===== src/rtl/psv_pkg.sv =====
// ---------------------------------------------------------------------------
// psv_pkg - plucked string voice shared definitions
// Widths, opcodes, register indexes and pointer helpers for the string voice.
// ---------------------------------------------------------------------------
`default_nettype none

package psv_pkg;

    // delay memory depth and derived widths
    localparam int MAX_DELAY = 2048;
    localparam int PTR_W     = $clog2(MAX_DELAY);
    localparam int EFF_W     = PTR_W + 1;

    // field widths
    localparam int SAMPLE_W  = 16;
    localparam int OPCODE_W  = 2;
    localparam int DLEN_W    = 12;
    localparam int COUNT_W   = 18;
    localparam int CFG_IDX_W = 1;
    localparam int CFG_DAT_W = 18;
    localparam int CMP_W     = (EFF_W > DLEN_W) ? EFF_W : DLEN_W;

    localparam logic [COUNT_W-1:0] COUNT_MAX = {COUNT_W{1'b1}};

    // reset values of the configuration registers
    localparam logic [DLEN_W-1:0]  DLEN_RESET = DLEN_W'(100);
    localparam logic [COUNT_W-1:0] MAXL_RESET = COUNT_W'(132300);

    // 0.995 in Q15
    localparam logic [15:0] GAIN_Q15 = 16'd32604;

    // opcodes
    localparam logic [OPCODE_W-1:0] OP_LOAD  = 2'd0;
    localparam logic [OPCODE_W-1:0] OP_TICK  = 2'd1;
    localparam logic [OPCODE_W-1:0] OP_START = 2'd2;

    // configuration register indexes
    localparam logic [CFG_IDX_W-1:0] CFG_DELAY_LENGTH = 1'b0;
    localparam logic [CFG_IDX_W-1:0] CFG_MAX_LENGTH   = 1'b1;

    // delay memory write port
    typedef struct packed {
        logic                       en;
        logic [PTR_W-1:0]           addr;
        logic signed [SAMPLE_W-1:0] data;
    } ram_wr_t;

    // delay_length clamped to 2..MAX_DELAY
    function automatic logic [EFF_W-1:0] eff_length(input logic [DLEN_W-1:0] dl);
        logic [CMP_W-1:0] d;
        logic [EFF_W-1:0] r;
        begin
            d = CMP_W'(dl);
            if (d < CMP_W'(2))
                r = EFF_W'(2);
            else if (d > CMP_W'(MAX_DELAY))
                r = EFF_W'(MAX_DELAY);
            else
                r = EFF_W'(d);
            return r;
        end
    endfunction

    // increment with wrap at the effective length
    function automatic logic [PTR_W-1:0] advance(input logic [PTR_W-1:0] p,
                                                 input logic [EFF_W-1:0] len);
        logic [EFF_W-1:0] n;
        logic [PTR_W-1:0] r;
        begin
            n = EFF_W'(p) + EFF_W'(1);
            if (n >= len)
                r = '0;
            else
                r = n[PTR_W-1:0];
            return r;
        end
    endfunction

endpackage

`default_nettype wire


===== src/rtl/psv_damp_filter.sv =====
// ---------------------------------------------------------------------------
// psv_damp_filter - string loss filter
// new = round(0.995 * (0.25*prev + 0.75*cur)), evaluated as (prev + 3*cur)
// * 32604 / 2^17 with round half up.
// ---------------------------------------------------------------------------
`default_nettype none

module psv_damp_filter
    import psv_pkg::*;
(
    input  wire logic signed [SAMPLE_W-1:0] prev,
    input  wire logic signed [SAMPLE_W-1:0] cur,
    output      logic signed [SAMPLE_W-1:0] filtered
);

    logic signed [17:0] prev_x;
    logic signed [17:0] cur_x;
    logic signed [17:0] sum;
    logic signed [16:0] gain;
    logic signed [34:0] prod;
    logic signed [34:0] rounded;

    assign prev_x  = 18'(prev);
    assign cur_x   = 18'(cur);
    // prev + 3*cur fits 18 bits signed
    assign sum     = prev_x + (cur_x <<< 1) + cur_x;
    assign gain    = signed'({1'b0, GAIN_Q15});
    assign prod    = 35'(sum) * 35'(gain);
    assign rounded = prod + 35'sd65536;
    // result always within -32604..32603, no saturation needed
    assign filtered = rounded[32:17];

endmodule

`default_nettype wire


===== config.mk =====
export PLATFORM = sky130hd
export DESIGN_NAME = psv_damp_filter
export DESIGN_NICKNAME = d
export VERILOG_FILES = /design/src/rtl/psv_pkg.sv /design/src/rtl/psv_damp_filter.sv
export SDC_FILE = /design/constraint.sdc
export NUM_CORES = 1
export LEC_CHECK = 0
export BUFFER_PORTS_ARGS = -buffer_cell sky130_fd_sc_hd__buf_2
export CAP_MARGIN = 10
export CORE_MARGIN = 4
export CORE_UTILIZATION = 59
export DETAILED_ROUTE_END_ITERATION = 6
export PLACE_DENSITY = 0.81
export SETUP_SLACK_MARGIN = 0.2
export SLEW_MARGIN = 25
export SYNTH_ARGS = -nofsm -noshare
export SYNTH_HDL_FRONTEND = slang
export SYNTH_SLANG_ARGS = --single-unit

===== constraint.sdc =====
create_clock -name vclk -period 10.1
set_clock_uncertainty 0.15 [all_clocks]
set_input_delay 1.01 -clock vclk [all_inputs]
set_output_delay 1.01 -clock vclk [all_outputs]
set_load 0.02 [all_outputs]

Word-level counts from Yosys, hierarchy flattened
Cells that the tools add are included.

Flip-flop bits (word level): 0. Bits of input ports: 32. Output and inout bits: 16. Logic and storage cells: 4.

Add/subtract/negate cells: 3. Multiply operators: 1.

Operators by type and width (number): 33-bit by 18-bit adder with 33-bit output, second input constant (1); 18-bit by 14-bit multiplier with 31-bit output, second input constant (1); 16-bit by 17-bit adder with 18-bit output (1); 18-bit by 16-bit adder with 18-bit output (1).

Logic depth before layout (Yosys ltp)
Gate-level depths: netlist (run 1).

Depth after elaboration: 4. Mapped depth: 36.

Worst setup path after synthesis (run 1)
OpenSTA, ideal clock, no wires.

Path kind: input-to-output. Start point: in prev[1]. End point: out filtered[15]. Arrival time: 10003 ps. Setup slack: -1063 ps. Stages on the path: 35. Buffers on the path: 0. Cells stage by stage: inv_1 > fa_1 > inv_1 > ha_1 > inv_1 > fa_1 > nor2b_1 > o31ai_1 > a21oi_1 > o21ai_0 > a21boi_0 > o31ai_1 > a21oi_1 > xnor2_2 > inv_1 > fa_1 > inv_1 > fa_1 > fa_1 > fa_1 > fa_1 > inv_1 > fa_1 > inv_1 > ha_1 > a21o_1 > a31o_2 > nor3_1 > o21ai_0 > and3_1 > nor3_1 > o211ai_1 > or4_1 > nand2_1 > xnor2_1.

Word-level cells in the longest chain between the ends: 4.

RTL lines: start, declared (RTL line psv_damp_filter.sv:11) `input wire logic signed [SAMPLE_W-1:0] prev,`; 16-bit by 17-bit adder with 18-bit output (RTL line psv_damp_filter.sv:26) `assign sum = prev_x + (cur_x <<< 1) + cur_x;`; 18-bit by 16-bit adder with 18-bit output (RTL line psv_damp_filter.sv:26); 18-bit by 14-bit multiplier with 31-bit output (RTL line psv_damp_filter.sv:28) `assign prod = 35'(sum) * 35'(gain);`; 33-bit by 18-bit adder with 33-bit output (RTL line psv_damp_filter.sv:29) `assign rounded = prod + 35'sd65536;`; end, declared (RTL line psv_damp_filter.sv:13) `output logic signed [SAMPLE_W-1:0] filtered`.

Every way passes these cells.

Worst setup path after layout (run 1)
Start point: in prev[1]. End point: out filtered[9].

Same word-level chain as after synthesis.

==> Flow_metrics.wiki, run 1 <==
{| class="wikitable"
! Metric !! Value
|-
| Post-detailed-route wirelength per cell || roughly 25 um
|-
| # rows || 40
|-
| Slowest stage cell on the critical path || or4b_4
|-
| Critical path arrival || between 9 and 10 ns
|-
| Die footprint || 14600 sq um
|-
| Number of antenna violations at the first check in global routing || 0
|-
| Unrepaired setup endpoints after global routing || yes
|-
| Width of the die || 121 um
|-
| Number of buffers and inverters on the critical path || 13
|-
| Placeable core region || 12300 sq um
|-
| Share of the clock period used by the worst path || 109%
|-
| Chip Height || between 100 and 150 um
|-
| Violated checks || design-rule violations, negative setup slack
|-
| Fin Hold WS || 3.30 ns
|-
| Final setup violation count || 13
|-
| Cell area reported after detailed placement || 9420 sq um
|-
| Max frequency || 90.8 MHz
|-
| Sequential cell count || 0
|-
| Share of synthesized area occupied by flip-flops and latches || 0%
|-
| Diode insertion count for antenna repair || 0
|-
| Worst-case setup margin in the final layout || -0.912 ns
|-
| Area leader, netlist || fa_1
|-
| Kind of capture point of the worst setup path || output pin
|-
| Delay contributed by the slowest stage of the critical path || 0.58 ns
|-
| Mapped cell area || 7520 sq um
|-
| Commonest cells in the synthesized netlist || 240 x inv_1, 160 x fa_1, 118 x ha_1, 43 x xnor2_1, 38 x a21oi_1
|-
| Min-Delay Path Class || primary input to output pin
|-
| Clk_buf instances || 0
|-
| Iteration count of the initial detailed-routing pass || 7
|-
| Cell types occupying the most area after synthesis || fa_1 43%, ha_1 20%, inv_1 12%
|-
| WP data required || approximately 8.9 ns
|-
| CP delay by family, top || adder cells
|-
| Largest net degree at the start of global routing || 16
|-
| Final layout net count || between 1000 and 1500
|-
| Initial cell density of the core || 61.3%
|-
| Setup crit start kind || primary input
|-
| Post-route design area || 11000 sq um
|-
| Relative slew slack || 48.2%
|-
| Count of final hold-check violations || 0
|-
| Number of port buffers || 48
|-
| Most prevalent standard cell on the critical path || fa_1
|-
| Cells on Worst Hold Path || 10
|-
| Vias in the first global route || 8009
|-
| First-pass GRT wire length || 38800 um
|-
| Maxcap violations || 0
|-
| Final-layout setup total negative slack || -9.28 ns
|-
| Register cell area after layout || 0 sq um
|-
| Layout overhead on the synthesized area || 46.3%
|-
| # DRC || 2
|-
| Number of max-slew violations in the final report || 0
|-
| Synth unique cells || 53
|-
| Final min period || 11.01 ns
|-
| Status || finished with violations
|-
| Startpoint of the worst hold path || prev[15]
|-
| I/O pin total || 48
|-
| Number of vias after detailed routing || between 7000 and 8000
|-
| Total wire length after detailed routing || 31300 um
|-
| Number of warnings printed during yosys synthesis || 0
|-
| Number of design-rule violations left by the first detailed-router iteration || 946
|-
| End of the worst hold path || filtered[15]
|-
| Post-synthesis area per instance || just over 9 sq um
|-
| Number of vias per cell after detailed routing || ~6.4
|-
| Syn Inst Count || about 820
|-
| GRT Overall Usage || between 30% and 40%
|-
| Nets in the synthesized netlist || ~1100
|-
| GR Overflow Total || 0
|-
| Maximum fanout along the worst path || 5
|-
| Slew of the pin with the lowest slew margin || 0.776 ns
|-
| Dominant cell by count in the synthesized netlist || inv_1
|-
| Share of Yosys cell area claimed by the top area cell type || 42.6%
|-
| ANT nets after route || 0
|-
| Share of layout cells above drive strength 1 || 42.9%
|-
| Type of the worst setup path || primary input to output pin
|-
| Detailed placer's ending HPWL || 16400 um
|-
| Global placement routability congestion || approximately 0.93
|}
-- cells by family after synthesis --
family / after synthesis / share of synthesized area, %
AOI/OAI and AO/OA: 118 / 10.2
buffers and inverters: 242 / 12.1
muxes: 3 / 0.416
xor gates and xnor gates: 68 / 8.02
and+or+nand+nor: 106 / 7.02
adders and majority gates: 278 / 62.2
-- stage by stage --
stage | instances | setup slack [ns] | utilization (%)
6_report | 1249 | -0.912 | 89.7
3_5_place_dp | 1190 | -0.642 | 76.8
2_1_floorplan | 815 | -0.333 | -
5_1_grt | 1249 | -1.16 | 89.7
4_1_cts | 1224 | -0.235 | 83.9
3_3_place_gp | 1190 | -0.433 | 76.8
-- cell type report --
cell class / instances / area (sq um)
inverters: 240 / 918
repair buffers: 268 / 2060
multi-input cells: 573 / 7810
fillers: 450 / 1260
well taps: 168 / 210
-- routing by layer --
metal	track usage, %	share of wire [%]	vias up	wire length [um]
met5	0	0	-	0
met4	18.6	11	0	3410
met3	4.43	9.4	334	2950
met2	62.9	48	770	15000
met1	36.4	32	3770	9950
li1	-	-	3075	-
-- layout by cell type (no fill, tap or decap), types with 11 or more instances in the layout --
master,instances
buf_4,210
inv_1,212
ha_1,92
xor2_1,16
xnor2_2,18
xnor2_1,22
nor2_1,18
inv_2,24
a21o_1,15
fa_2,12
a21oi_2,12
o21ai_2,11
nand2_1,19
ha_4,22
buf_6,23
fa_1,148
a21oi_1,20
buf_2,31
-- tightest hold or removal path, stage by stage --
cell and delay [ns]:
buf_2 0.13, ha_1 0.19, xnor2_1 0.13, buf_4 0.16
inv_1 0.12, buf_6 0.13, ha_1 0.16, xor2_1 0.14
xnor2_4 0.17, buf_6 0.10
-- repair_timing --
action                                  CTS  global route
buffers inserted                         34            25
gates resized for setup                 139           107
pin swaps                                90           102
endpoints found under the setup margin   12            15
hold buffers                              0             0
endpoints found under the hold margin     0             0
-- worst max-delay path by stage --
stage,end,cells after the start,start
final,filtered[9],36,prev[1]
after global routing,filtered[9],36,prev[1]
after CTS,filtered[15],34,cur[1]
after detailed placement,filtered[15],33,cur[1]
after global placement,filtered[15],33,cur[1]
after floorplan,filtered[15],35,cur[1]
Power of run 1 is left out: the tool's default activity adds up to more than one toggle a clock period on the data nets, which glitch-free logic cannot reach.
==> run 2, diff against run 1 <==
clock period = 9.9 ns   (was 10.1 ns; I/O delays follow)
==> run 2 against run 1 <==
Compared with the run above: final area rose by 1.9%; global-route usage grew 6.0 points; final cell count is 1.4% higher; critical path depth rose by 1; count of clock-buffer cells in the layout stayed put; the flow finishes with violations (negative setup slack); largest cell class unchanged; worst setup slack worse by 0.61 ns; utilization increased by 1.7 points; non-clock buffer count is 16 higher; first-iteration DRC count increased by 0.74%; flip-flop and latch count stayed put.
==> Flow_metrics.wiki, run 2 (synthesis gave the netlist of run 1 again) <==
{| class="wikitable"
! Metric !! Value
|-
| Slowest stage cell on the critical path || fa_1
|-
| Non-filler instance count after layout || roughly 1300
|-
| WP data required || 8.76 ns
|-
| Number of vias after detailed routing || about 8300
|-
| Status || finished with violations
|-
| First-pass GRT wire length || 45100 um
|-
| ANT nets after route || 0
|-
| Maxcap violations || 0
|-
| Most frequent cells in the layout || 219 x buf_4, 210 x inv_1, 148 x fa_1
|-
| Slew of the pin with the lowest slew margin || around 0.64 ns
|-
| Total wire length after detailed routing || 36000 um
|-
| Kind of capture point of the worst setup path || output pin
|-
| Sequential cell count || 0
|-
| # DRC || 0
|-
| Setup crit start kind || primary input
|-
| Die footprint || 14600 sq um
|-
| Chip Height || 121 um
|-
| Register cell area after layout || 0 sq um
|-
| Launching instance or port of the critical path || prev[1]
|-
| I/O pin total || 48
|-
| Initial cell density of the core || approximately 60%
|-
| Final setup violation count || 13
|-
| Placeable core region || 12300 sq um
|-
| Number of antenna violations at the first check in global routing || 1
|-
| Post-detailed-route wirelength per cell || 28.5 um
|-
| Number of vias per cell after detailed routing || 6.58
|-
| Global placement routability congestion || 0.970
|-
| Layout overhead on the synthesized area || 49.0%
|-
| Delay contributed by the slowest stage of the critical path || 0.59 ns
|-
| Vias in the first global route || about 9000
|-
| Final-layout setup total negative slack || -12.74 ns
|-
| Type of the worst setup path || primary input to output pin
|-
| GRT Overall Usage || 39.7%
|-
| Final layout net count || about 1400
|-
| # rows || 40
|-
| Critical path arrival || a little over 10 ns
|-
| Detailed placer's ending HPWL || 17200 um
|-
| Worst-case setup margin in the final layout || -1.53 ns
|-
| Clk_buf instances || 0
|-
| Final min period || 11.43 ns
|-
| Worst setup endpoint || filtered[12]
|-
| Width of the die || around 120 um
|-
| Share of the clock period used by the worst path || 115%
|-
| GR Overflow Total || 0
|-
| Startpoint of the worst hold path || prev[15]
|-
| Commonest non-fill, non-tap cell in the layout || buf_4
|-
| Placed Instances || approximately 1200
|-
| Number of max-slew violations in the final report || 0
|-
| Min-Delay Path Class || primary input to output pin
|-
| Most prevalent standard cell on the critical path || fa_1
|-
| Relative slew slack || roughly 57%
|-
| Maximum fanout along the worst path || 6
|-
| Number of design-rule violations left by the first detailed-router iteration || 953
|-
| Violated checks || negative setup slack
|-
| Share of layout cells above drive strength 1 || 44.1%
|-
| Max frequency || 87.5 MHz
|-
| Fraction of the core area covered by cells at the end of the flow || roughly nine tenths
|-
| Number of port buffers || between 40 and 50
|-
| Largest net degree at the start of global routing || 16
|-
| Count of final hold-check violations || 0
|-
| Iteration count of the initial detailed-routing pass || 5
|-
| Unrepaired setup endpoints after global routing || yes
|}
[run 2: cell types whose count changed in the layout (fill, tap and decap cells not counted), sizes merged]
cell | before | now
diode | 0 | 1
buf | 268 | 284
[run 2: metrics by stage]
step | hold slack, ns | setup WS (ns) | instance area, sq um
3_3_place_gp | 3.07 | -0.603 | 9550
2_1_floorplan | 2.82 | -0.493 | 7760
6_report | 3.19 | -1.53 | 11200
5_1_grt | 3.27 | -1.70 | 11200
4_1_cts | 3.05 | -0.360 | 10700
3_5_place_dp | 3.08 | -0.841 | 9550
[run 2: metal layers]
layer  wire [um]  global-route usage (%)
met1       11100                    40.9
met2       16200                    70.9
met3        4170                    6.81
met4        4540                    30.7
met5           0                       0
[run 2: worst min path at each step]
stage / slack, ns / end / cells past startpoint
3_3_place_gp: 3.07 / filtered[15] / 9
5_1_grt: 3.27 / filtered[15] / 9
2_1_floorplan: 2.82 / filtered[15] / 5
4_1_cts: 3.05 / filtered[15] / 9
3_5_place_dp: 3.08 / filtered[15] / 9
6_report: 3.19 / filtered[15] / 9
[run 2: timing repair]
item / CTS / global route
hold buffers: 0 / 0
setup buffers: 40 / 20
pin swaps: 116 / 65
resized for setup: 187 / 78
setup endpoints to repair: 13 / 15
[run 2: critical path, delay by kind of cell]
family	cells	cell delay (ns)
xor+xnor	4	1.04
fa+ha+maj	10	4.27
compound gates	6	1.08
buf+inv	11	1.18
simple gates	6	1.69
[run 2: area by class of cell]
| cell class | instances | area (sq um) |
|---|---|---|
| timing repair buffer | 284 | 2220 |
| multi-input combinational | 573 | 7850 |
| fill | 392 | 1060 |
| antenna | 1 | 2.50 |
| tap | 168 | 210 |
| inverter | 240 | 921 |
Power of run 2 is left out for the same reason.
